<file path="src/rtl/core/csv_byte_tokenizer_macros.svh">
// Assertion macros for the CSV tokenizer RTL.
// Include with the bare file name; the bodies compile away under SYNTHESIS.
`ifndef CSV_BYTE_TOKENIZER_MACROS_SVH
`define CSV_BYTE_TOKENIZER_MACROS_SVH

`ifndef SYNTHESIS

// Check a plain property on every clock edge outside reset.
`define CSVT_ASSERT(name, clk, rstn, prop, msg) \
  name: assert property (@(posedge clk) disable iff (!rstn) (prop)) \
    else $error(msg);

// Check that the antecedent implies the consequent in the same cycle.
`define CSVT_ASSERT_IMP(name, clk, rstn, ante, cons, msg) \
  name: assert property (@(posedge clk) disable iff (!rstn) (ante) |-> (cons)) \
    else $error(msg);

// Check that the antecedent implies the consequent in the following cycle.
`define CSVT_ASSERT_NEXT(name, clk, rstn, ante, cons, msg) \
  name: assert property (@(posedge clk) disable iff (!rstn) (ante) |=> (cons)) \
    else $error(msg);

`else

`define CSVT_ASSERT(name, clk, rstn, prop, msg)
`define CSVT_ASSERT_IMP(name, clk, rstn, ante, cons, msg)
`define CSVT_ASSERT_NEXT(name, clk, rstn, ante, cons, msg)

`endif

`endif

</file>
<file path="src/rtl/core/csvt_pkg.sv">
// Shared types, character constants and the byte classifier of the CSV tokenizer.
// No dependencies; imported by every module of the block.
`default_nettype none

package csvt_pkg;

  // Input operation codes
  localparam logic OP_DATA  = 1'b0;
  localparam logic OP_FLUSH = 1'b1;

  // Special characters
  localparam logic [7:0] CH_QUOTE = 8'h22;
  localparam logic [7:0] CH_CR    = 8'h0D;
  localparam logic [7:0] CH_LF    = 8'h0A;
  localparam logic [7:0] BOM_A    = 8'hEF;
  localparam logic [7:0] BOM_B    = 8'hBB;
  localparam logic [7:0] BOM_C    = 8'hBF;

  // Token kinds
  typedef enum logic [1:0] {
    KIND_BYTE = 2'd0,
    KIND_FEND = 2'd1,
    KIND_REND = 2'd2,
    KIND_EOI  = 2'd3
  } kind_e;

  // Byte class flags
  typedef struct packed {
    logic delim;
    logic cr;
    logic lf;
    logic quote;
    logic bom_a;
    logic bom_b;
    logic bom_c;
  } cls_t;

  // Classified input word as it travels through the queue
  typedef struct packed {
    logic       op;
    logic [7:0] data;
    cls_t       cls;
  } item_t;

  // One output token
  typedef struct packed {
    kind_e      kind;
    logic [7:0] data;
    logic       chunk;
    logic       last;
  } token_t;

  // Configuration seen by front and back
  typedef struct packed {
    logic [7:0]  delim;
    logic [31:0] limit;
  } cfg_t;

  function automatic cls_t classify(input logic [7:0] b, input logic [7:0] delim);
    cls_t c;
    c.delim = (b == delim);
    c.cr    = (b == CH_CR);
    c.lf    = (b == CH_LF);
    c.quote = (b == CH_QUOTE);
    c.bom_a = (b == BOM_A);
    c.bom_b = (b == BOM_B);
    c.bom_c = (b == BOM_C);
    return c;
  endfunction

endpackage

`default_nettype wire

</file>
<file path="src/rtl/core/csv_byte_tokenizer.sv">
// Top level of the CSV byte tokenizer: configuration registers, front, queue and engine.
// Depends on csvt_pkg, csvt_front, csvt_queue and csvt_back.
//
// The block takes one CSV byte (or an end-of-input flush) per input word and emits tokens:
// field bytes, field ends, row ends (one closed by a line feed has a chunk mark once the
// byte count passes chunk_limit) and end of input, the final token of each word flagged by
// last. The token engine carries out one action per cycle while its token has room in the
// hold stage, and each action yields at most one token: a plain byte or a word that yields
// nothing is one action, a row end is an action of its own after its field end, a byte
// after a held CR gives the CR, then the byte, a BOM mismatch adds a setup action before
// the replayed bytes, and a flush replays pending bytes, closes an open row and ends the
// input. The four-entry queue between the input stage and the engine absorbs bursts, and
// the one-word hold stage in front of the output register lets the engine decide the last
// flag without a bubble.
// Configuration registers are written through a port that is always ready; write them only
// while the block is idle.
`default_nettype none

module csv_byte_tokenizer
  import csvt_pkg::*;
#(
  parameter int COUNT_WIDTH = 32
) (
  input  wire logic        clk_i,
  input  wire logic        rst_ni,
  // Input channel
  input  wire logic        in_valid_i,
  output      logic        in_stall_o,
  input  wire logic        op_i,
  input  wire logic [7:0]  in_byte_i,
  // Output channel
  output      logic        out_valid_o,
  input  wire logic        out_stall_i,
  output      logic [1:0]  kind_o,
  output      logic [7:0]  out_byte_o,
  output      logic        chunk_end_o,
  output      logic        last_o,
  // Configuration write channel
  input  wire logic        cfg_valid_i,
  output      logic        cfg_ready_o,
  input  wire logic [3:0]  cfg_index_i,
  input  wire logic [31:0] cfg_data_i
);

  localparam logic [3:0]  CFG_FIELD_DELIM = 4'd0;
  localparam logic [3:0]  CFG_CHUNK_LIMIT = 4'd1;
  localparam logic [7:0]  DelimReset      = 8'd44;
  localparam logic [31:0] LimitReset      = 32'hFFFF_FFFF;

  cfg_t   cfg_q;
  logic   q_full;
  logic   q_push;
  item_t  q_in;
  logic   q_valid;
  item_t  q_head;
  logic   q_pop;
  token_t out_tok;

  assign cfg_ready_o = 1'b1;

  // Write configuration registers; unknown indexes are dropped
  always_ff @(posedge clk_i or negedge rst_ni) begin
    if (!rst_ni) begin
      cfg_q.delim <= DelimReset;
      cfg_q.limit <= LimitReset;
    end else if (cfg_valid_i && cfg_ready_o) begin
      case (cfg_index_i)
        CFG_FIELD_DELIM: cfg_q.delim <= cfg_data_i[7:0];
        CFG_CHUNK_LIMIT: cfg_q.limit <= cfg_data_i;
        default: ;
      endcase
    end
  end

  csvt_front u_front (
    .clk_i      (clk_i),
    .rst_ni     (rst_ni),
    .in_valid_i (in_valid_i),
    .in_stall_o (in_stall_o),
    .op_i       (op_i),
    .in_byte_i  (in_byte_i),
    .delim_i    (cfg_q.delim),
    .full_i     (q_full),
    .push_o     (q_push),
    .item_o     (q_in)
  );

  csvt_queue u_queue (
    .clk_i   (clk_i),
    .rst_ni  (rst_ni),
    .push_i  (q_push),
    .item_i  (q_in),
    .full_o  (q_full),
    .pop_i   (q_pop),
    .valid_o (q_valid),
    .item_o  (q_head)
  );

  csvt_back #(
    .COUNT_WIDTH (COUNT_WIDTH)
  ) u_back (
    .clk_i       (clk_i),
    .rst_ni      (rst_ni),
    .cfg_i       (cfg_q),
    .q_valid_i   (q_valid),
    .q_item_i    (q_head),
    .q_pop_o     (q_pop),
    .out_valid_o (out_valid_o),
    .out_stall_i (out_stall_i),
    .out_tok_o   (out_tok)
  );

  assign kind_o      = out_tok.kind;
  assign out_byte_o  = out_tok.data;
  assign chunk_end_o = out_tok.chunk;
  assign last_o      = out_tok.last;

endmodule

`default_nettype wire

</file>
<file path="src/rtl/core/csvt_front.sv">
// Input stage of the CSV tokenizer: accepts words and tags each byte with its class.
// Depends on csvt_pkg; feeds csvt_queue.
`default_nettype none

module csvt_front
  import csvt_pkg::*;
(
  input  wire logic       clk_i,
  input  wire logic       rst_ni,
  input  wire logic       in_valid_i,
  output      logic       in_stall_o,
  input  wire logic       op_i,
  input  wire logic [7:0] in_byte_i,
  input  wire logic [7:0] delim_i,
  input  wire logic       full_i,
  output      logic       push_o,
  output      item_t      item_o
);

  logic  stg_v_q;
  item_t stg_q;
  logic  accept;

  // Stall only while the stage is loaded and the queue cannot take it
  assign push_o     = stg_v_q && !full_i;
  assign in_stall_o = stg_v_q && full_i;
  assign accept     = in_valid_i && !in_stall_o;
  assign item_o     = stg_q;

  // Capture and classify the incoming word
  always_ff @(posedge clk_i or negedge rst_ni) begin
    if (!rst_ni) begin
      stg_v_q <= 1'b0;
      stg_q   <= '0;
    end else begin
      if (accept) begin
        stg_v_q    <= 1'b1;
        stg_q.op   <= op_i;
        stg_q.data <= in_byte_i;
        stg_q.cls  <= classify(in_byte_i, delim_i);
      end else if (push_o) begin
        stg_v_q <= 1'b0;
      end
    end
  end

endmodule

`default_nettype wire

</file>
<file path="src/rtl/core/csvt_queue.sv">
// Short register queue between the classifying front and the token engine.
// Depends on csvt_pkg for the item type.
`default_nettype none

module csvt_queue
  import csvt_pkg::*;
(
  input  wire logic  clk_i,
  input  wire logic  rst_ni,
  input  wire logic  push_i,
  input  wire item_t item_i,
  output      logic  full_o,
  input  wire logic  pop_i,
  output      logic  valid_o,
  output      item_t item_o
);

  localparam int QDepth = 4;
  localparam int QPtrW  = $clog2(QDepth);
  localparam int QCntW  = $clog2(QDepth + 1);

  item_t            mem_q [QDepth];
  logic [QPtrW-1:0] wr_ptr_q;
  logic [QPtrW-1:0] rd_ptr_q;
  logic [QCntW-1:0] cnt_q;
  logic             do_push;
  logic             do_pop;

  assign full_o  = (cnt_q == QCntW'(QDepth));
  assign valid_o = (cnt_q != '0);
  assign item_o  = mem_q[rd_ptr_q];
  assign do_push = push_i && !full_o;
  assign do_pop  = pop_i && valid_o;

  function automatic logic [QPtrW-1:0] ptr_next(input logic [QPtrW-1:0] p);
    return (p == QPtrW'(QDepth - 1)) ? '0 : p + QPtrW'(1);
  endfunction

  // Advance pointers and occupancy
  always_ff @(posedge clk_i or negedge rst_ni) begin
    if (!rst_ni) begin
      wr_ptr_q <= '0;
      rd_ptr_q <= '0;
      cnt_q    <= '0;
    end else begin
      if (do_push) begin
        wr_ptr_q <= ptr_next(wr_ptr_q);
      end
      if (do_pop) begin
        rd_ptr_q <= ptr_next(rd_ptr_q);
      end
      if (do_push && !do_pop) begin
        cnt_q <= cnt_q + QCntW'(1);
      end else if (do_pop && !do_push) begin
        cnt_q <= cnt_q - QCntW'(1);
      end
    end
  end

  // Store entries
  always_ff @(posedge clk_i) begin
    if (do_push) begin
      mem_q[wr_ptr_q] <= item_i;
    end
  end

endmodule

`default_nettype wire

</file>
<file path="src/rtl/core/csvt_back.sv">
// Token engine of the CSV tokenizer: parse state, byte count, action list and output.
// Depends on csvt_pkg and the assertion macros; takes items from csvt_queue.
`default_nettype none
`include "csv_byte_tokenizer_macros.svh"

module csvt_back
  import csvt_pkg::*;
#(
  parameter int COUNT_WIDTH = 32
) (
  input  wire logic   clk_i,
  input  wire logic   rst_ni,
  input  wire cfg_t   cfg_i,
  input  wire logic   q_valid_i,
  input  wire item_t  q_item_i,
  output      logic   q_pop_o,
  output      logic   out_valid_o,
  input  wire logic   out_stall_i,
  output      token_t out_tok_o
);

  localparam int NumSlots = 4;
  localparam int CmpW     = (COUNT_WIDTH > 32) ? COUNT_WIDTH : 32;

  typedef enum logic [2:0] {
    MODE_UNQ,
    MODE_INQ,
    MODE_QSEEN,
    MODE_CRSEEN,
    MODE_BOM1,
    MODE_BOM2
  } mode_e;

  typedef enum logic [1:0] {
    ACT_CU,
    ACT_UNQ,
    ACT_CLOSE,
    ACT_EOI
  } act_e;

  typedef enum logic [1:0] {
    SRC_NONE,
    SRC_ROW,
    SRC_SLOT,
    SRC_ITEM
  } src_e;

  typedef struct packed {
    act_e       act;
    logic [7:0] data;
    cls_t       cls;
  } slot_t;

  // Parse state
  mode_e                  mode_q, mode_d;
  logic                   afs_q, afs_d;
  logic                   rhf_q, rhf_d;
  logic                   fhb_q, fhb_d;
  logic [COUNT_WIDTH-1:0] count_q, count_d;
  logic                   row_pend_q, row_pend_d;
  logic                   row_chk_q, row_chk_d;
  slot_t                  slot_q [NumSlots];
  slot_t                  slot_d [NumSlots];
  logic [NumSlots-1:0]    slot_v_q, slot_v_d;

  // Token hold and output registers
  logic   hold_v_q;
  logic   hold_rel_q;
  token_t hold_q;
  logic   out_v_q;
  token_t out_q;

  src_e       src;
  logic [7:0] sel_data;
  cls_t       sel_cls;
  cls_t       cls_ea;
  cls_t       cls_eb;
  logic       emit;
  token_t     tok;
  logic       do_cnt;
  logic       do_unq;
  logic       done;
  logic       out_free;
  logic       emit_ok;
  logic       fire;
  logic       tok_fire;
  logic       hold_move;
  logic [CmpW-1:0] cnt_ext;
  logic [CmpW-1:0] lim_ext;

  assign cls_ea  = classify(BOM_A, cfg_i.delim);
  assign cls_eb  = classify(BOM_B, cfg_i.delim);
  assign cnt_ext = CmpW'(count_q);
  assign lim_ext = CmpW'(cfg_i.limit);

  // Pick the next action: pending row end, queued replay, then a new word
  always_comb begin
    src = SRC_NONE;
    if (row_pend_q) begin
      src = SRC_ROW;
    end else if (slot_v_q[0]) begin
      src = SRC_SLOT;
    end else if (q_valid_i) begin
      src = SRC_ITEM;
    end
  end

  assign sel_data = (src == SRC_SLOT) ? slot_q[0].data : q_item_i.data;
  assign sel_cls  = (src == SRC_SLOT) ? slot_q[0].cls  : q_item_i.cls;

  // Work out one action: its token and the next parse state
  always_comb begin
    mode_d     = mode_q;
    afs_d      = afs_q;
    rhf_d      = rhf_q;
    fhb_d      = fhb_q;
    count_d    = count_q;
    row_pend_d = row_pend_q;
    row_chk_d  = row_chk_q;
    slot_d     = slot_q;
    slot_v_d   = slot_v_q;
    emit       = 1'b0;
    tok        = '{kind: KIND_BYTE, data: 8'h00, chunk: 1'b0, last: 1'b0};
    do_cnt     = 1'b0;
    do_unq     = 1'b0;

    case (src)
      SRC_ROW: begin
        emit       = 1'b1;
        tok.kind   = KIND_REND;
        tok.chunk  = row_chk_q && (cnt_ext > lim_ext);
        if (tok.chunk) begin
          count_d = '0;
        end
        rhf_d      = 1'b0;
        fhb_d      = 1'b0;
        row_pend_d = 1'b0;
      end

      SRC_SLOT: begin
        for (int i = 0; i < NumSlots - 1; i++) begin
          slot_d[i] = slot_q[i+1];
        end
        slot_v_d = {1'b0, slot_v_q[NumSlots-1:1]};
        case (slot_q[0].act)
          ACT_CU: begin
            do_cnt = 1'b1;
            do_unq = 1'b1;
          end
          ACT_UNQ: begin
            do_unq = 1'b1;
          end
          ACT_CLOSE: begin
            if (rhf_q || fhb_q) begin
              emit       = 1'b1;
              tok.kind   = KIND_FEND;
              row_pend_d = 1'b1;
              row_chk_d  = 1'b0;
            end
          end
          ACT_EOI: begin
            emit     = 1'b1;
            tok.kind = KIND_EOI;
            mode_d   = MODE_UNQ;
            afs_d    = 1'b1;
            rhf_d    = 1'b0;
            fhb_d    = 1'b0;
            count_d  = '0;
          end
          default: ;
        endcase
      end

      SRC_ITEM: begin
        if (q_item_i.op == OP_FLUSH) begin
          // Replay what is pending, then close an open row and end the input
          mode_d = MODE_UNQ;
          case (mode_q)
            MODE_BOM1: begin
              slot_d[0] = '{act: ACT_CU, data: BOM_A, cls: cls_ea};
              slot_d[1] = '{act: ACT_CLOSE, data: 8'h00, cls: '0};
              slot_d[2] = '{act: ACT_EOI, data: 8'h00, cls: '0};
              slot_v_d  = NumSlots'(4'b0111);
            end
            MODE_BOM2: begin
              slot_d[0] = '{act: ACT_CU, data: BOM_A, cls: cls_ea};
              slot_d[1] = '{act: ACT_CU, data: BOM_B, cls: cls_eb};
              slot_d[2] = '{act: ACT_CLOSE, data: 8'h00, cls: '0};
              slot_d[3] = '{act: ACT_EOI, data: 8'h00, cls: '0};
              slot_v_d  = NumSlots'(4'b1111);
            end
            MODE_CRSEEN: begin
              emit      = 1'b1;
              tok.data  = CH_CR;
              fhb_d     = 1'b1;
              slot_d[0] = '{act: ACT_CLOSE, data: 8'h00, cls: '0};
              slot_d[1] = '{act: ACT_EOI, data: 8'h00, cls: '0};
              slot_v_d  = NumSlots'(4'b0011);
            end
            default: begin
              slot_d[0] = '{act: ACT_CLOSE, data: 8'h00, cls: '0};
              slot_d[1] = '{act: ACT_EOI, data: 8'h00, cls: '0};
              slot_v_d  = NumSlots'(4'b0011);
            end
          endcase
        end else begin
          case (mode_q)
            MODE_INQ: begin
              do_cnt = 1'b1;
              if (q_item_i.cls.quote) begin
                mode_d = MODE_QSEEN;
              end else begin
                emit     = 1'b1;
                tok.data = q_item_i.data;
                fhb_d    = 1'b1;
              end
            end
            MODE_QSEEN: begin
              do_cnt = 1'b1;
              if (q_item_i.cls.quote) begin
                emit     = 1'b1;
                tok.data = CH_QUOTE;
                fhb_d    = 1'b1;
                mode_d   = MODE_INQ;
              end else begin
                mode_d = MODE_UNQ;
                do_unq = 1'b1;
              end
            end
            MODE_CRSEEN: begin
              do_cnt = 1'b1;
              mode_d = MODE_UNQ;
              if (q_item_i.cls.lf) begin
                emit       = 1'b1;
                tok.kind   = KIND_FEND;
                row_pend_d = 1'b1;
                row_chk_d  = 1'b1;
              end else begin
                // The held CR is data; parse this byte afterwards
                emit      = 1'b1;
                tok.data  = CH_CR;
                fhb_d     = 1'b1;
                slot_d[0] = '{act: ACT_UNQ, data: q_item_i.data, cls: q_item_i.cls};
                slot_v_d  = NumSlots'(4'b0001);
              end
            end
            MODE_BOM1: begin
              if (q_item_i.cls.bom_b) begin
                mode_d = MODE_BOM2;
              end else begin
                mode_d    = MODE_UNQ;
                slot_d[0] = '{act: ACT_CU, data: BOM_A, cls: cls_ea};
                slot_d[1] = '{act: ACT_CU, data: q_item_i.data, cls: q_item_i.cls};
                slot_v_d  = NumSlots'(4'b0011);
              end
            end
            MODE_BOM2: begin
              mode_d = MODE_UNQ;
              if (!q_item_i.cls.bom_c) begin
                slot_d[0] = '{act: ACT_CU, data: BOM_A, cls: cls_ea};
                slot_d[1] = '{act: ACT_CU, data: BOM_B, cls: cls_eb};
                slot_d[2] = '{act: ACT_CU, data: q_item_i.data, cls: q_item_i.cls};
                slot_v_d  = NumSlots'(4'b0111);
              end
            end
            default: begin
              mode_d = MODE_UNQ;
              afs_d  = 1'b0;
              if (afs_q && q_item_i.cls.bom_a) begin
                mode_d = MODE_BOM1;
              end else begin
                do_cnt = 1'b1;
                do_unq = 1'b1;
              end
            end
          endcase
        end
      end

      default: ;
    endcase

    // Count the byte, saturating at the top of the counter
    if (do_cnt && (count_q != '1)) begin
      count_d = count_q + COUNT_WIDTH'(1);
    end

    // Parse a byte outside quotes; the delimiter is tested first
    if (do_unq) begin
      if (sel_cls.delim) begin
        emit     = 1'b1;
        tok.kind = KIND_FEND;
        rhf_d    = 1'b1;
        fhb_d    = 1'b0;
      end else if (sel_cls.cr) begin
        mode_d = MODE_CRSEEN;
      end else if (sel_cls.lf) begin
        emit       = 1'b1;
        tok.kind   = KIND_FEND;
        rhf_d      = 1'b1;
        fhb_d      = 1'b0;
        row_pend_d = 1'b1;
        row_chk_d  = 1'b1;
      end else if (sel_cls.quote) begin
        mode_d = MODE_INQ;
      end else begin
        emit     = 1'b1;
        tok.kind = KIND_BYTE;
        tok.data = sel_data;
        fhb_d    = 1'b1;
      end
    end
  end

  // Fire when the token, if any, has room in the hold register
  assign done      = !row_pend_d && !slot_v_d[0];
  assign out_free  = !out_v_q || !out_stall_i;
  assign emit_ok   = !hold_v_q || out_free;
  assign fire      = (src != SRC_NONE) && (!emit || emit_ok);
  assign tok_fire  = fire && emit;
  assign hold_move = hold_v_q && out_free && (hold_rel_q || tok_fire);
  assign q_pop_o   = fire && (src == SRC_ITEM);

  assign out_valid_o = out_v_q;
  assign out_tok_o   = out_q;

  // Hold parse state, the token hold stage and the output word
  always_ff @(posedge clk_i or negedge rst_ni) begin
    if (!rst_ni) begin
      mode_q     <= MODE_UNQ;
      afs_q      <= 1'b1;
      rhf_q      <= 1'b0;
      fhb_q      <= 1'b0;
      count_q    <= '0;
      row_pend_q <= 1'b0;
      row_chk_q  <= 1'b0;
      slot_v_q   <= '0;
      for (int i = 0; i < NumSlots; i++) begin
        slot_q[i] <= '0;
      end
      hold_v_q   <= 1'b0;
      hold_rel_q <= 1'b0;
      hold_q     <= '0;
      out_v_q    <= 1'b0;
      out_q      <= '0;
    end else begin
      if (fire) begin
        mode_q     <= mode_d;
        afs_q      <= afs_d;
        rhf_q      <= rhf_d;
        fhb_q      <= fhb_d;
        count_q    <= count_d;
        row_pend_q <= row_pend_d;
        row_chk_q  <= row_chk_d;
        slot_v_q   <= slot_v_d;
        slot_q     <= slot_d;
      end

      // Move the hold word out once its last flag is known
      if (hold_move) begin
        out_v_q <= 1'b1;
        out_q   <= hold_q;
      end else if (out_v_q && !out_stall_i) begin
        out_v_q <= 1'b0;
      end

      if (tok_fire) begin
        hold_v_q   <= 1'b1;
        hold_rel_q <= done;
        hold_q     <= '{kind: tok.kind, data: tok.data, chunk: tok.chunk, last: done};
      end else if (hold_move) begin
        hold_v_q <= 1'b0;
      end else if (fire && done && hold_v_q && !hold_rel_q) begin
        hold_rel_q  <= 1'b1;
        hold_q.last <= 1'b1;
      end
    end
  end

  `CSVT_ASSERT_IMP(a_hold_open_busy, clk_i, rst_ni, hold_v_q && !hold_rel_q, row_pend_q || slot_v_q[0], "open hold word without work in progress")
  `CSVT_ASSERT_IMP(a_row_after_fend, clk_i, rst_ni, row_pend_q, hold_v_q && !hold_rel_q && (hold_q.kind == KIND_FEND), "row end pending without a held field end")
  `CSVT_ASSERT(a_slots_packed, clk_i, rst_ni, (slot_v_q & (slot_v_q + NumSlots'(1))) == '0, "action list has a gap")
  `CSVT_ASSERT_NEXT(a_open_token_held, clk_i, rst_ni, tok_fire && !done, hold_v_q && !hold_rel_q, "non-final token not held open")
  `CSVT_ASSERT_IMP(a_eoi_is_last, clk_i, rst_ni, out_v_q && (out_q.kind == KIND_EOI), out_q.last, "end of input not marked last")

endmodule

`default_nettype wire

</file>
<file path="config.mk">
export PLATFORM = sky130hd
export DESIGN_NAME = csv_byte_tokenizer
export DESIGN_NICKNAME = d
export VERILOG_FILES = /design/src/rtl/core/csvt_pkg.sv /design/src/rtl/core/csv_byte_tokenizer.sv /design/src/rtl/core/csvt_front.sv /design/src/rtl/core/csvt_queue.sv /design/src/rtl/core/csvt_back.sv
export VERILOG_INCLUDE_DIRS = /design/src /design/src/rtl/core
export SDC_FILE = /design/constraint.sdc
export NUM_CORES = 1
export LEC_CHECK = 0
export BUFFER_PORTS_ARGS = -buffer_cell sky130_fd_sc_hd__clkbuf_2
export CORE_MARGIN = 4
export CORE_UTILIZATION = 39
export DETAILED_ROUTE_END_ITERATION = 10
export PLACE_DENSITY = 0.55
export SLEW_MARGIN = 20
export SYNTH_ARGS = -nofsm -noshare
export SYNTH_HDL_FRONTEND = slang
export SYNTH_HIERARCHICAL = 1
export SYNTH_SLANG_ARGS = --single-unit
</file>
<file path="constraint.sdc">
create_clock -name clk_i -period 3.05 [get_ports clk_i]
set_input_delay 0.7625 -clock clk_i [delete_from_list [all_inputs] [get_ports clk_i]]
set_output_delay 0.7625 -clock clk_i [all_outputs]
set_load 0.005 [all_outputs]
</file>
* Word-level counts from Yosys, hierarchy flattened
Memories as Yosys holds them, arrays and structs flattened. Cells that the tools add are included. Widths: inputs -> output; s select.
Cells by class: add/sub/neg operators 5, magnitude comparators 1, equal/unequal tests 39, mux-type cells 140, reduce and logical (&&, ||, !) cells 62
Operators by type and width (number):
- $mux 51 | 2
- $pmux 51 s2 | 1
- $mux 32 | 3
- $mux 1 | 68
- $pmux 17 s2 | 2
- $pmux 34 s2 | 1
- $pmux 32 s2 | 1
- $pmux 17 s3 | 1
- $mux 8 | 6
- $mux 3 | 12
- $mux 17 | 2
- $mux 34 | 1
- $add 32x1->32 const B | 1
- $gt 32x32->1 | 1
- $ne 32x32->1 const B | 1
- $mux 10 | 3
- $eq 8x8->1 const B | 3
- $mux 4 | 6
- $pmux 8 s3 | 1
- $logic_and 1x1->1 | 20
- $eq 8x4->1 const B | 2
- $eq 8x8->1 const A | 2
- $mux 2 | 8
- $ne 4x4->1 const B | 4
- 40 further kinds | 95
Word-level totals: register bits 186, memory bits (writable) 64, input bits 50, output and inout bits 15, word-level logic and storage cells 310, memories kept 1
Memories:
- u_queue.mem_q | depth 4, bits a word 16, rd ports 1, clocked after memory_dff 0, write ports 1, RTL line csvt_queue.sv:22 | item_t mem_q [QDepth];

* Logic depth before layout (Yosys ltp)
Gate-level depths: netlist of run 1.
depth after elaboration 20, depth in mapped cells 17, depth with buffers taken out 14

* Modules after synthesis
Netlist of run 1, hierarchy kept.
By module, submodules not included:
- csvt_back | instances 1, cells an instance 813, area each 7029.2 um2, seq. area each 2829.0 um2
- csvt_queue | instances 1, cells an instance 121, area each 2808.9 um2, seq. area each 2097.0 um2
- csv_byte_tokenizer | instances 1, cells an instance 89, area each 1730.4 um2, seq. area each 1044.8 um2
- csvt_front | instances 1, cells an instance 68, area each 807.0 um2, seq. area each 425.4 um2

* Worst setup path after synthesis of run 1
Ideal clock, no wire load.
path type reg2reg, start point reg u_queue.rd_ptr_q[0], end point reg u_queue.cnt_q[1], setup time 0.125 ns, arrival 3.252 ns, required time 2.925 ns, slack -0.326 ns, cell stages (with the launch flop) 16, path buffers 3, period minus slack after synthesis 3.376 ns, cell sequence dfrtp_1 buf_6 buf_12 mux4_2 clkbuf_1 nor2b_1 o21ai_1 nand3_2 a21oi_4 nand2b_1 a21oi_1 nand2_4 ha_1 inv_1 fa_1 mux2_2
RTL lines:
- start, declared | RTL line csvt_queue.sv:24 | logic [QPtrW-1:0] rd_ptr_q;
- start signal, assigned | RTL line csvt_queue.sv:50 | rd_ptr_q <= ptr_next(rd_ptr_q);
- end signal, assigned | RTL line csvt_queue.sv:53 | cnt_q <= cnt_q + QCntW'(1);
- end signal, assigned | RTL line csvt_queue.sv:55 | cnt_q <= cnt_q - QCntW'(1);
- end, declared | RTL line csvt_queue.sv:25 | logic [QCntW-1:0] cnt_q;

==> results by group, run 1 <==
Yosys
  • Syn Std Cell Area: around 12,000 um2
  • Synth warn: 6
  • Post-synth net total: ~1.2k
  • Seq cells post-synth: around 240
  • Cell variety after synth: 94
  • Register area share after synthesis: approximately half
  • Number of enable flip-flop cells after synthesis: 64
  • Synth async-reset ratio: roughly three quarters
  • Syn avg cell area: around 11 um2
  • Mapped Cells: around 1.1k
  • Top FF cell, synth: dfrtp_1

Die
  • Core Area: about 31,000 um2
  • Chip width: approximately 190 um
  • Initial Util: about 40%
  • Top Ports: 65
  • # rows: 64
  • Chip Height: 186 um
  • DIE AREA: 34,600 um2

Finish
  • Area delta synth->final: 16.7%
  • Fin util: a little under half
  • Nets: 1,291
  • Share of layout cells above drive strength 1: around 27%
  • Antenna cells: 0

Routing
  • Pre-Repair DR Iteration Count: 5
  • Post-Route WL: around 29 mm
  • Via density: 5.46
  • DR WL/cell: ~18 um
  • ANT nets after route: 0
  • Iter 0 DRT Violations: 606
  • DRC: 0
  • Vias: 8,847

STA
  • Worst rel slew slack: between 40% and 50%
  • RSZ-0062 raised after global routing: yes
  • Skew final: roughly 0.013 ns
  • Min Hold Slack: between 0.15 and 0.2 ns
  • Max Clk Rate: between 0.3 and 0.4 GHz
  • Final Max Tran Viols: 0
  • Tightest Pin Transition: around 0.77 ns
  • Fin crit share: around 98%
  • Final setup fails: 0
  • Crit path time final: 3.00 ns
  • Final hold vios: 0

Setup path
  • Crit path from: u_queue/rd_ptr_q[0]
  • Worst reg-to-reg path cell count: 13
  • Setup crit end kind: register
  • Crit path required time: roughly 3.5 ns
  • Reg2reg setup slack: 0.05 ns
  • Worst-path fanout max: 4
  • Crit path DAT: 3.42 ns
  • WS Path Type: register to register
  • CP Launch Type: register
  • Worst R2R Start: u_queue/rd_ptr_q[0]
  • Worst R2R End: u_queue/cnt_q[1]

Power and ir drop
  • Max IR drop VDD: ~0.53 mV
  • Switch Pwr: roughly 6 mW
  • Comb power frac: a little under half
  • Leakage: 6.18 nW
  • P_int: 9.53 mW
  • Sequential share of power: between 30 and 40%
  • Sw Share: 38.6%
  • PwrDens: ~1100 nW/um2
  • Clock Power Share: a little over a fifth

Job
  • # Max-Cap Violations: 0

GRT
  • Vias in the first global route: just under 9k
  • Gr usage total: ~17%
  • Pin count of the biggest net entering global routing: 65
  • GRT Residual Overflow: 0
  • Initial antenna violation count: 0
  • Global-route wire length before repair: around 48 mm

Min path
  • Tightest Hold Check Type: input port to async pin

Outcome
  • Outcome: completed

CTS
  • Clk_lat worst skew: 0.54 ns
  • Cts bufs inserted: 28
  • Hold-fix buffers, CTS: 0
  • CTS tree: built
  • H-tree Lvls: 1
  • Clock sinks: ~240
  • Clk root buf: clkbuf_16
  • Deepest clock path buffer count: 3
  • Worst-path clk slew: about 0.06 ns

Placed design
  • Gp weighted congestion: around 0.89
  • Post-DP HPWL: between 20 and 25 mm
  • Port bufs: 63
## Yosys cell counts (all sizes together), types with 29 or more instances
| cell type | number | share of area, % |
|---|---|---|
| edfxtp | 64 | 16 |
| o21ai | 92 | 3.8 |
| a31oi | 33 | 1.7 |
| dfstp | 36 | 7.6 |
| nand2 | 120 | 3.7 |
| buf | 29 | 2.0 |
| dfrtp | 141 | 29 |
| a21oi | 50 | 2.1 |
| mux2 | 65 | 7.2 |
| ha | 39 | 3.9 |
| nor2 | 57 | 1.7 |
| inv | 51 | 1.5 |
## cell type report
cell class | instances | area [um2]
tap | 396 | 495
multi-input combinational | 743 | 5510
clock inverter | 10 | 75.1
timing repair buffer | 136 | 940
sequential | 241 | 6400
inverter | 51 | 191
clock buffer | 42 | 835
fill | 2885 | 16500
## cell families after synthesis
family                   count (synthesis)  synth area share (%)
adder cells (fa/ha/maj)                 40                  4.10
other                                    1                0.0303
AO/OA/AOI/OAI                          278                  14.5
multiplexers                            88                  11.0
buffers and inverters                  107                  4.33
XOR/XNOR                                11                 0.779
flip-flops                             241                  51.7
AND/OR/NAND/NOR                        325                  13.6
## repair_timing
action	4_1_cts	5_1_grt
resized for setup	1	10
setup buffers	5	3
hold endpoints to repair	0	0
pin swaps	5	8
setup endpoints to repair	2	15
## registers in the layout (all words and copies together) (netlist names)
signal and cells:
cfg_q 40, u_back/afs_q 1, u_back/cnt_ext 32, u_back/fhb_q 1, u_back/hold_q 12, u_back/hold_v_q 1, u_back/mode_q 3, u_back/out_tok_o 12
u_back/out_valid_o 1, u_back/rhf_q 1, u_back/row_chk_q 1, u_back/row_pend_q 1, u_back/slot_q 43, u_back/slot_v_q 4, u_front/item_o 16, u_front/stg_v_q 1
u_queue/cnt_q 3, u_queue/mem_q 64, u_queue/rd_ptr_q 2, u_queue/wr_ptr_q 2
## cells in the final DEF (no fill, tap or decap), types with 7 or more instances in the layout
cell       count
nor2b_1        9
nand4_1       17
and2_1        11
nand2_1      119
nand3_1       24
inv_1         50
a21o_1        10
a22o_1        12
nand2b_1       8
o21ai_0       78
nor2_1        55
a21oi_1       47
a22oi_1        7
dfrtp_1      140
edfxtp_1      64
mux4_2        10
or3_1         12
clkbuf_2      62
ha_1          38
clkbuf_16     29
buf_4         66
xnor2_1        9
and3_1         9
dfstp_2       36
a31oi_1       33
clkbuf_1       7
mux2_4        43
nor3_1        14
mux2_2        22
o21ai_1       11
o21a_1        11
## how the worst max path moves through the flow
stage | slack (ns) | to
6_report | 0.05 | u_queue/cnt_q[1]
3_3_place_gp | 0.008 | u_queue/cnt_q[2]
3_5_place_dp | -0.06 | u_queue/cnt_q[1]
4_1_cts | -0.01 | u_queue/cnt_q[2]
2_1_floorplan | -0.24 | u_queue/cnt_q[1]
5_1_grt | -0.1 | u_queue/cnt_q[1]
## power groups by stage
stage          logic (mW)  registers (mW)  clock network, mW
2_1_floorplan        4.87            4.80                  0
3_3_place_gp         6.98            5.04                  0
3_5_place_dp         7.03            5.06                  0
4_1_cts              7.14            5.01               3.37
5_1_grt              7.98            5.14               3.51
6_report             7.24            5.01               3.27
## through the flow
step / std cells / TNS [ns] / setup WS [ns] / cell area, um2 / power [mW]
floorplan: 1091 / -0.453 / -0.239 / 12400 / 9.68
finish: 1619 / 0 / 0.0482 / 14400 / 15.5
CTS: 1616 / -0.0148 / -0.0148 / 14400 / 15.5
global placement: 1559 / 0 / 0.00752 / 13400 / 12.0
detailed placement: 1559 / -0.124 / -0.0647 / 13400 / 12.1
global route: 1619 / -0.638 / -0.0966 / 14400 / 16.6
## layer usage
layer  part of all wire [%]  wire (um)  vias to the layer above  GRT usage, %
met1                     50      14500                     4348          26.0
li1                       -          -                     4249             -
met5                      0          0                        -             0
met4                    1.8        514                        0          3.93
met3                    5.0       1450                       42          2.64
met2                     44      12800                      208          25.4
## worst max-delay path, stage by stage (launching register included)
cell and delay, ns:
dfrtp_2 0.42, buf_6 0.11, mux4_2 0.54, nand2_1 0.16
o32a_1 0.17, o22ai_2 0.10, a21oi_4 0.14, nand2b_1 0.10
a21oi_2 0.20, nand2_4 0.08, ha_4 0.16, inv_2 0.04
fa_2 0.41, mux2_4 0.27
No activity file was read; power rests on OpenSTA's default activity.
==> run 2, diff against run 1 <==
--- a/config.mk
+++ b/config.mk
@@ -9,6 +9,7 @@
 export BUFFER_PORTS_ARGS = -buffer_cell sky130_fd_sc_hd__clkbuf_2
 export CORE_MARGIN = 4
 export CORE_UTILIZATION = 39
+export CTS_BUF_LIST = sky130_fd_sc_hd__clkbuf_16
 export DETAILED_ROUTE_END_ITERATION = 10
 export PLACE_DENSITY = 0.55
 export SLEW_MARGIN = 20
==> run 2 against run 1 <==
Sequential power about the same. Critical path depth unchanged. First-iteration DRC count down 0.33%. Highest routed layer unchanged.
==> results by group, run 2 (synthesis gave the netlist of run 1 again) <==
STA
  • Fin crit share: 98.8% (was 98.4%)
  • Worst rel slew slack: 48.4% (was 48.3%)
  • Final Max Tran Viols: 0 (unchanged)
  • Final setup fails: 0 (unchanged)
  • Min Hold Slack: 0.166 ns (was 0.169 ns)
  • Skew final: 0.0159 ns (was 0.0125 ns)
  • Final WS setup: 0.0370 ns (was 0.0482 ns)
  • RSZ-0062 raised after global routing: yes (unchanged)
  • Fin Setup TNS: 0 ns (unchanged)
  • Final hold vios: 0 (unchanged)
  • Tightest Pin Transition: 0.767 ns (was 0.768 ns)
  • Max Clk Rate: 0.332 GHz (was 0.333 GHz)
  • Crit path time final: 3.01 ns (was 3.00 ns)

CTS
  • Worst-path clk slew: 0.06 ns (about the same)
  • H-tree Lvls: 1 (unchanged)
  • Deepest clock path buffer count: 3 (unchanged)
  • Hold-fix buffers, CTS: 0 (unchanged)
  • Clock sinks: 241 (unchanged)
  • CTS tree: built (unchanged)
  • Clk root buf: clkbuf_16 (unchanged)
  • Cts bufs inserted: 28 (unchanged)
  • Clk_lat worst skew: 0.54 ns (about the same)

Placed design
  • Placement Setup Slack: -0.0647 ns (unchanged)
  • Gp weighted congestion: 0.892 (unchanged)
  • Post-DP HPWL: 20.6 mm (unchanged)
  • Placed cell count: 1,559 (unchanged)
  • Port bufs: 63 (unchanged)

Power and ir drop
  • PwrDens: 1060 nW/um2 (was 1070 nW/um2)
  • Clock Power Share: 20.3% (was 21.0%)
  • Switch Pwr: 5.96 mW (was 5.99 mW)
  • Leakage: 6.15 nW (was 6.18 nW)
  • Sw Share: 39.1% (was 38.6%)
  • Sequential share of power: 32.8% (was 32.3%)
  • Max IR drop VDD: 0.547 mV (was 0.526 mV)
  • Comb power frac: 46.9% (was 46.7%)
  • P_int: 9.30 mW (was 9.53 mW)
  • Total power: 15.3 mW (was 15.5 mW)

Routing
  • Max Used Layer: met4 (unchanged)
  • Pre-Repair DR Iteration Count: 5 (unchanged)
  • DRC: 0 (unchanged)
  • Iter 0 DRT Violations: 604 (was 606)
  • Met2 routed WL: 12.7 mm (was 12.8 mm)
  • ANT nets after route: 0 (unchanged)
  • Vias: 8,810 (was 8,847)
  • Met3 routed WL: 1.52 mm (was 1.45 mm)
  • DR WL/cell: 18.1 um (about the same)
  • Wl on met1: 14.5 mm (about the same)
  • Post-Route WL: 29.2 mm (was 29.3 mm)
  • Via density: 5.45 (was 5.46)

Outcome
  • Outcome: completed (unchanged)

Setup path
  • WS Path Type: register to register (unchanged)
  • Crit path DAT: 3.43 ns (was 3.42 ns)
  • Reg2reg setup slack: 0.04 ns (was 0.05 ns)
  • Worst-path fanout max: 4 (unchanged)
  • Setup crit end kind: register (unchanged)
  • Crit path required time: 3.47 ns (about the same)
  • Worst R2R End: u_queue/cnt_q[1] (unchanged)
  • Worst R2R Start: u_queue/rd_ptr_q[0] (unchanged)
  • Worst reg-to-reg path cell count: 13 (unchanged)
  • CP Launch Type: register (unchanged)
  • Crit path from: u_queue/rd_ptr_q[0] (unchanged)

Finish
  • Commonest non-fill, non-tap cell in the layout: dfrtp_1 (unchanged)
  • Antenna cells: 0 (unchanged)
  • Share of layout cells above drive strength 1: 26.4% (was 27.3%)
  • Biggest register: u_queue/mem_q (unchanged)
  • Layout Cells excl Fill: 1,616 (was 1,619)
  • Most frequent cells in the layout: 140 x dfrtp_1, 119 x nand2_1, 78 x o21ai_0, 64 x edfxtp_1, 63 x buf_4 (was 140 x dfrtp_1, 119 x nand2_1, 78 x o21ai_0, 66 x buf_4, 64 x edfxtp_1)
  • Largest registers: u_queue/mem_q: 64 flops, u_back/slot_q: 43 flops, cfg_q: 40 flops (unchanged)
  • Area delta synth->final: 15.9% (was 16.7%)
  • Nets: 1,288 (was 1,291)
  • Max FFs per register: 64 (unchanged)
  • Filler Cells Inserted: 2,895 (was 2,885)

Die
  • # rows: 64 (unchanged)
  • Initial Util: 40.0% (unchanged)
  • Core Area: 30,900 um2 (unchanged)
  • DIE AREA: 34,600 um2 (unchanged)
  • Chip width: 186 um (unchanged)
  • Top Ports: 65 (unchanged)
  • Chip Height: 186 um (unchanged)

Job
  • # Max-Cap Violations: 0 (unchanged)

Min path
  • Tightest Hold Check Type: input port to async pin (unchanged)

GRT
  • Initial antenna violation count: 0 (unchanged)
  • Gr usage total: 16.9% (about the same)
  • Global-route wire length before repair: 47.4 mm (was 47.7 mm)
  • GRT Residual Overflow: 0 (unchanged)
  • Vias in the first global route: 8,603 (was 8,647)
  • Pin count of the biggest net entering global routing: 65 (unchanged)
-- run 2: changes by cell type in the layout (fill, tap and decap cells not counted), moves of 3 or more --
cell,previous run,this run
clkbuf_1,7,0
inv_1,50,57
clkbuf_8,6,0
clkinv_1,2,8
buf_4,66,63
-- run 2: how the worst max path moves through the flow --
stage / end
3_3_place_gp: u_queue/cnt_q[2]
5_1_grt: u_queue/cnt_q[2]
6_report: u_queue/cnt_q[1]
4_1_cts: u_queue/cnt_q[1]
3_5_place_dp: u_queue/cnt_q[1]
2_1_floorplan: u_queue/cnt_q[1]
-- run 2: cell type report --
type / count / area [um2] / share of cell area (%)
Clock buffer: 29 / 726 / 5.06
Clock inverter: 23 / 124 / 0.863
Inverter: 51 / 191 / 1.33
Multi-Input combinational cell: 743 / 5500 / 38.3
Sequential cell: 241 / 6400 / 44.6
Tap cell: 396 / 495 / 3.45
Timing Repair Buffer: 133 / 917 / 6.39
-- run 2: layer usage --
layer | vias up | GRT usage [%]
li1 | 4245 | -
met1 | 4288 | 25.9
met2 | 238 | 25.3
met3 | 39 | 2.74
met4 | 0 | 3.79
met5 | - | 0
-- run 2: stage by stage --
step                util (%)  cell area (um2)
global route            46.4            14300
CTS                     46.3            14300
finish                  46.4            14300
detailed placement      43.5            13400
floorplan                  -            12400
global placement        43.5            13400
-- run 2: what timing repair did --
action                                  CTS  global route
endpoints found under the setup margin    2            12
resized for setup                         1             7
pin swaps                                 1             9
buffers inserted                          1             4
-- run 2: power groups by stage --
stage / Sequential (mW) / Clock, mW / Combinational, mW
2_1_floorplan: 4.80 / 0 / 4.87
3_5_place_dp: 5.06 / 0 / 7.03
6_report: 5.01 / 3.09 / 7.16
5_1_grt: 5.13 / 3.33 / 7.89
4_1_cts: 5.01 / 3.18 / 7.07
3_3_place_gp: 5.04 / 0 / 6.98
-- run 2: critical path, stage by stage, from the launching register on --
cell and delay, ns:
dfrtp_2 0.42, buf_6 0.11, mux4_2 0.54, nand2_1 0.16, o32a_1 0.17, o22ai_2 0.11
a21oi_4 0.14, nand2b_1 0.10, a21oi_2 0.19, nand2_4 0.07, ha_4 0.16, inv_2 0.04
fa_2 0.41, mux2_4 0.27
==> run 3, diff against run 2 <==
--- a/config.mk
+++ b/config.mk
@@ -11,7 +11,7 @@
 export CORE_UTILIZATION = 39
 export CTS_BUF_LIST = sky130_fd_sc_hd__clkbuf_16
 export DETAILED_ROUTE_END_ITERATION = 10
-export PLACE_DENSITY = 0.55
+export PLACE_DENSITY_LB_ADDON = 0.15
 export SLEW_MARGIN = 20
 export SYNTH_ARGS = -nofsm -noshare
 export SYNTH_HDL_FRONTEND = slang
==> run 3 against run 2 <==
Sequential cell count unchanged. Final area rose by 0.74%. Routed wire length increased by 1.2%. Non-clock buffer count stayed put. Clock skew shrank 0.0064 ns. Clock power up 8.7%. Combinational power is 2% higher. Clock-buffer cell count unchanged. Register-to-register slack gained 0.04 ns. Sequential share of layout area decreased by 0.33 points. Sequential power about the same. Utilization is 0.34 points higher. Critical path type unchanged. Critical endpoint unchanged. Highest routed layer unchanged.
==> results by group, run 3 (synthesis gave the netlist of run 1 again) <==
Finish
  • Biggest register: u_queue/mem_q (unchanged)
  • Share of layout cells above drive strength 1: 26.6% (was 26.4%)
  • Most frequent cells in the layout: 140 x dfrtp_1, 119 x nand2_1, 78 x o21ai_0, 64 x edfxtp_1, 63 x buf_4 (unchanged)
  • Nets: 1,288 (unchanged)
  • Antenna cells: 0 (unchanged)
  • Commonest non-fill, non-tap cell in the layout: dfrtp_1 (unchanged)
  • Design area: 14,500 um2 (was 14,300 um2)
  • Max FFs per register: 64 (unchanged)
  • Area delta synth->final: 16.8% (was 15.9%)
  • Fin util: 46.8% (was 46.4%)
  • Largest registers: u_queue/mem_q: 64 flops, u_back/slot_q: 43 flops, cfg_q: 40 flops (unchanged)

Routing
  • Iter 0 DRT Violations: 599 (was 604)
  • Pre-Repair DR Iteration Count: 5 (unchanged)
  • DR WL/cell: 18.3 um (was 18.1 um)
  • DRC: 0 (unchanged)
  • Post-Route WL: 29.5 mm (was 29.2 mm)
  • Vias: 8,760 (was 8,810)
  • Via density: 5.42 (was 5.45)
  • ANT nets after route: 0 (unchanged)

STA
  • RSZ-0062 raised after global routing: yes (unchanged)
  • Max Clk Rate: 0.336 GHz (was 0.332 GHz)
  • Skew final: 0.00948 ns (was 0.0159 ns)
  • Final hold vios: 0 (unchanged)
  • Worst rel slew slack: 51.2% (was 48.4%)
  • Final Max Tran Viols: 0 (unchanged)
  • Final setup fails: 0 (unchanged)
  • Fin crit share: 97.6% (was 98.8%)
  • Tightest Pin Transition: 0.725 ns (was 0.767 ns)
  • Crit path time final: 2.98 ns (was 3.01 ns)

GRT
  • Pin count of the biggest net entering global routing: 69 (was 65)
  • Global-route wire length before repair: 47.4 mm (about the same)
  • Initial antenna violation count: 0 (unchanged)
  • GRT Residual Overflow: 0 (unchanged)
  • Gr usage total: 16.9% (about the same)
  • Vias in the first global route: 8,551 (was 8,603)

Power and ir drop
  • Leakage: 6.19 nW (was 6.15 nW)
  • Max IR drop VDD: 0.531 mV (was 0.547 mV)
  • PwrDens: 1080 nW/um2 (was 1060 nW/um2)
  • Total power: 15.7 mW (was 15.3 mW)

Die
  • DIE AREA: 34,600 um2 (unchanged)
  • Core Area: 30,900 um2 (unchanged)
  • Chip width: 186 um (unchanged)
  • # rows: 64 (unchanged)
  • Top Ports: 65 (unchanged)
  • Chip Height: 186 um (unchanged)
  • Initial Util: 40.0% (unchanged)

Outcome
  • Outcome: completed (unchanged)

Placed design
  • Post-Place Cell Area: 13,500 um2 (was 13,400 um2)
  • Port bufs: 63 (unchanged)
  • Post-DP HPWL: 20.9 mm (was 20.6 mm)
  • Gp weighted congestion: 0.919 (was 0.892)

Job
  • # Max-Cap Violations: 0 (unchanged)

CTS
  • Clk root buf: clkbuf_16 (unchanged)
  • Deepest clock path buffer count: 3 (unchanged)
  • Cts bufs inserted: 28 (unchanged)
  • Clk_lat worst skew: 0.54 ns (about the same)
  • Hold-fix buffers, CTS: 0 (unchanged)
  • H-tree Lvls: 1 (unchanged)
  • Clock sinks: 241 (unchanged)
  • Worst-path clk slew: 0.06 ns (about the same)
  • CTS tree: built (unchanged)

Setup path
  • Worst reg-to-reg path cell count: 13 (unchanged)
  • Setup crit end kind: register (unchanged)
  • Crit path required time: 3.47 ns (about the same)
  • Reg2reg setup slack: 0.07 ns (was 0.04 ns)
  • CP Launch Type: register (unchanged)
  • Worst R2R Start: u_queue/rd_ptr_q[0] (unchanged)
  • Worst-path fanout max: 5 (was 4)
  • Worst R2R End: u_queue/cnt_q[1] (unchanged)
  • Crit path DAT: 3.40 ns (was 3.43 ns)
  • WS Path Type: register to register (unchanged)

Min path
  • Tightest Hold Check Type: input port to async pin (unchanged)
[run 3: changes by cell type in the layout (fill, tap and decap cells not counted), moves of 2 or more]
cell / delta
buf_6: -3
bufinv_16: +3
inv_1: -3
buf_12: +2
[run 3: layer usage]
layer	vias up	wire [um]	GRT usage (%)
li1	4242	-	-
met5	-	0	0
met3	43	1410	2.24
met4	0	521	3.76
met1	4244	14600	25.6
met2	231	13000	26.3
[run 3: final cells by class]
class	count	area, um2
clock buffers	29	726
clock inverters	23	204
fillers	2849	16500
inverters	51	191
multi-input cells	743	5500
flip-flops and latches	241	6400
well taps	396	495
repair buffers	133	937
[run 3: per-stage QoR]
step | hold WS, ns | instances | setup TNS, ns | setup WS (ns)
after floorplan | 0.444 | 1091 | -0.453 | -0.239
after global placement | 0.459 | 1559 | -0.0827 | -0.0798
after detailed placement | 0.468 | 1559 | -0.186 | -0.123
after CTS | 0.257 | 1611 | 0 | 0.00691
after global routing | 0.237 | 1616 | -0.0770 | -0.0338
final | 0.205 | 1616 | 0 | 0.0743
[run 3: how the worst max path moves through the flow]
stage	from	endpoint	slack, ns	cells past startpoint
detailed placement	u_queue/rd_ptr_q[0]	u_queue/cnt_q[2]	-0.12	14
global placement	u_queue/rd_ptr_q[0]	u_queue/cnt_q[2]	-0.08	14
CTS	u_queue/rd_ptr_q[0]	u_queue/cnt_q[1]	0.007	13
floorplan	u_queue/rd_ptr_q[0]	u_queue/cnt_q[1]	-0.24	15
global route	u_queue/rd_ptr_q[0]	u_queue/cnt_q[1]	-0.03	13
finish	u_queue/rd_ptr_q[0]	u_queue/cnt_q[1]	0.07	13
[run 3: power by group]
part           switching [mW]  total [mW]  internal (mW)
logic                    4.08        7.28           3.20
registers               0.645        5.02           4.37
clock network            1.32        3.36           2.04
[run 3: worst max-delay path, cell delays in order, from the launching register on]
cell and delay [ns]:
dfrtp_2 0.45, buf_12 0.15, mux4_2 0.36, nand3b_1 0.12
a32oi_2 0.22, o22ai_2 0.15, a21oi_4 0.17, nand2b_1 0.09
a21oi_2 0.18, nand2_4 0.07, ha_4 0.16, inv_2 0.04
fa_2 0.41, mux2_4 0.27
[run 3: repair_timing]
item / in CTS / in global routing
endpoints found under the setup margin: 2 / 2
gates resized for setup: 2 / 4
pin swaps: 0 / 7
setup buffers: 0 / 5
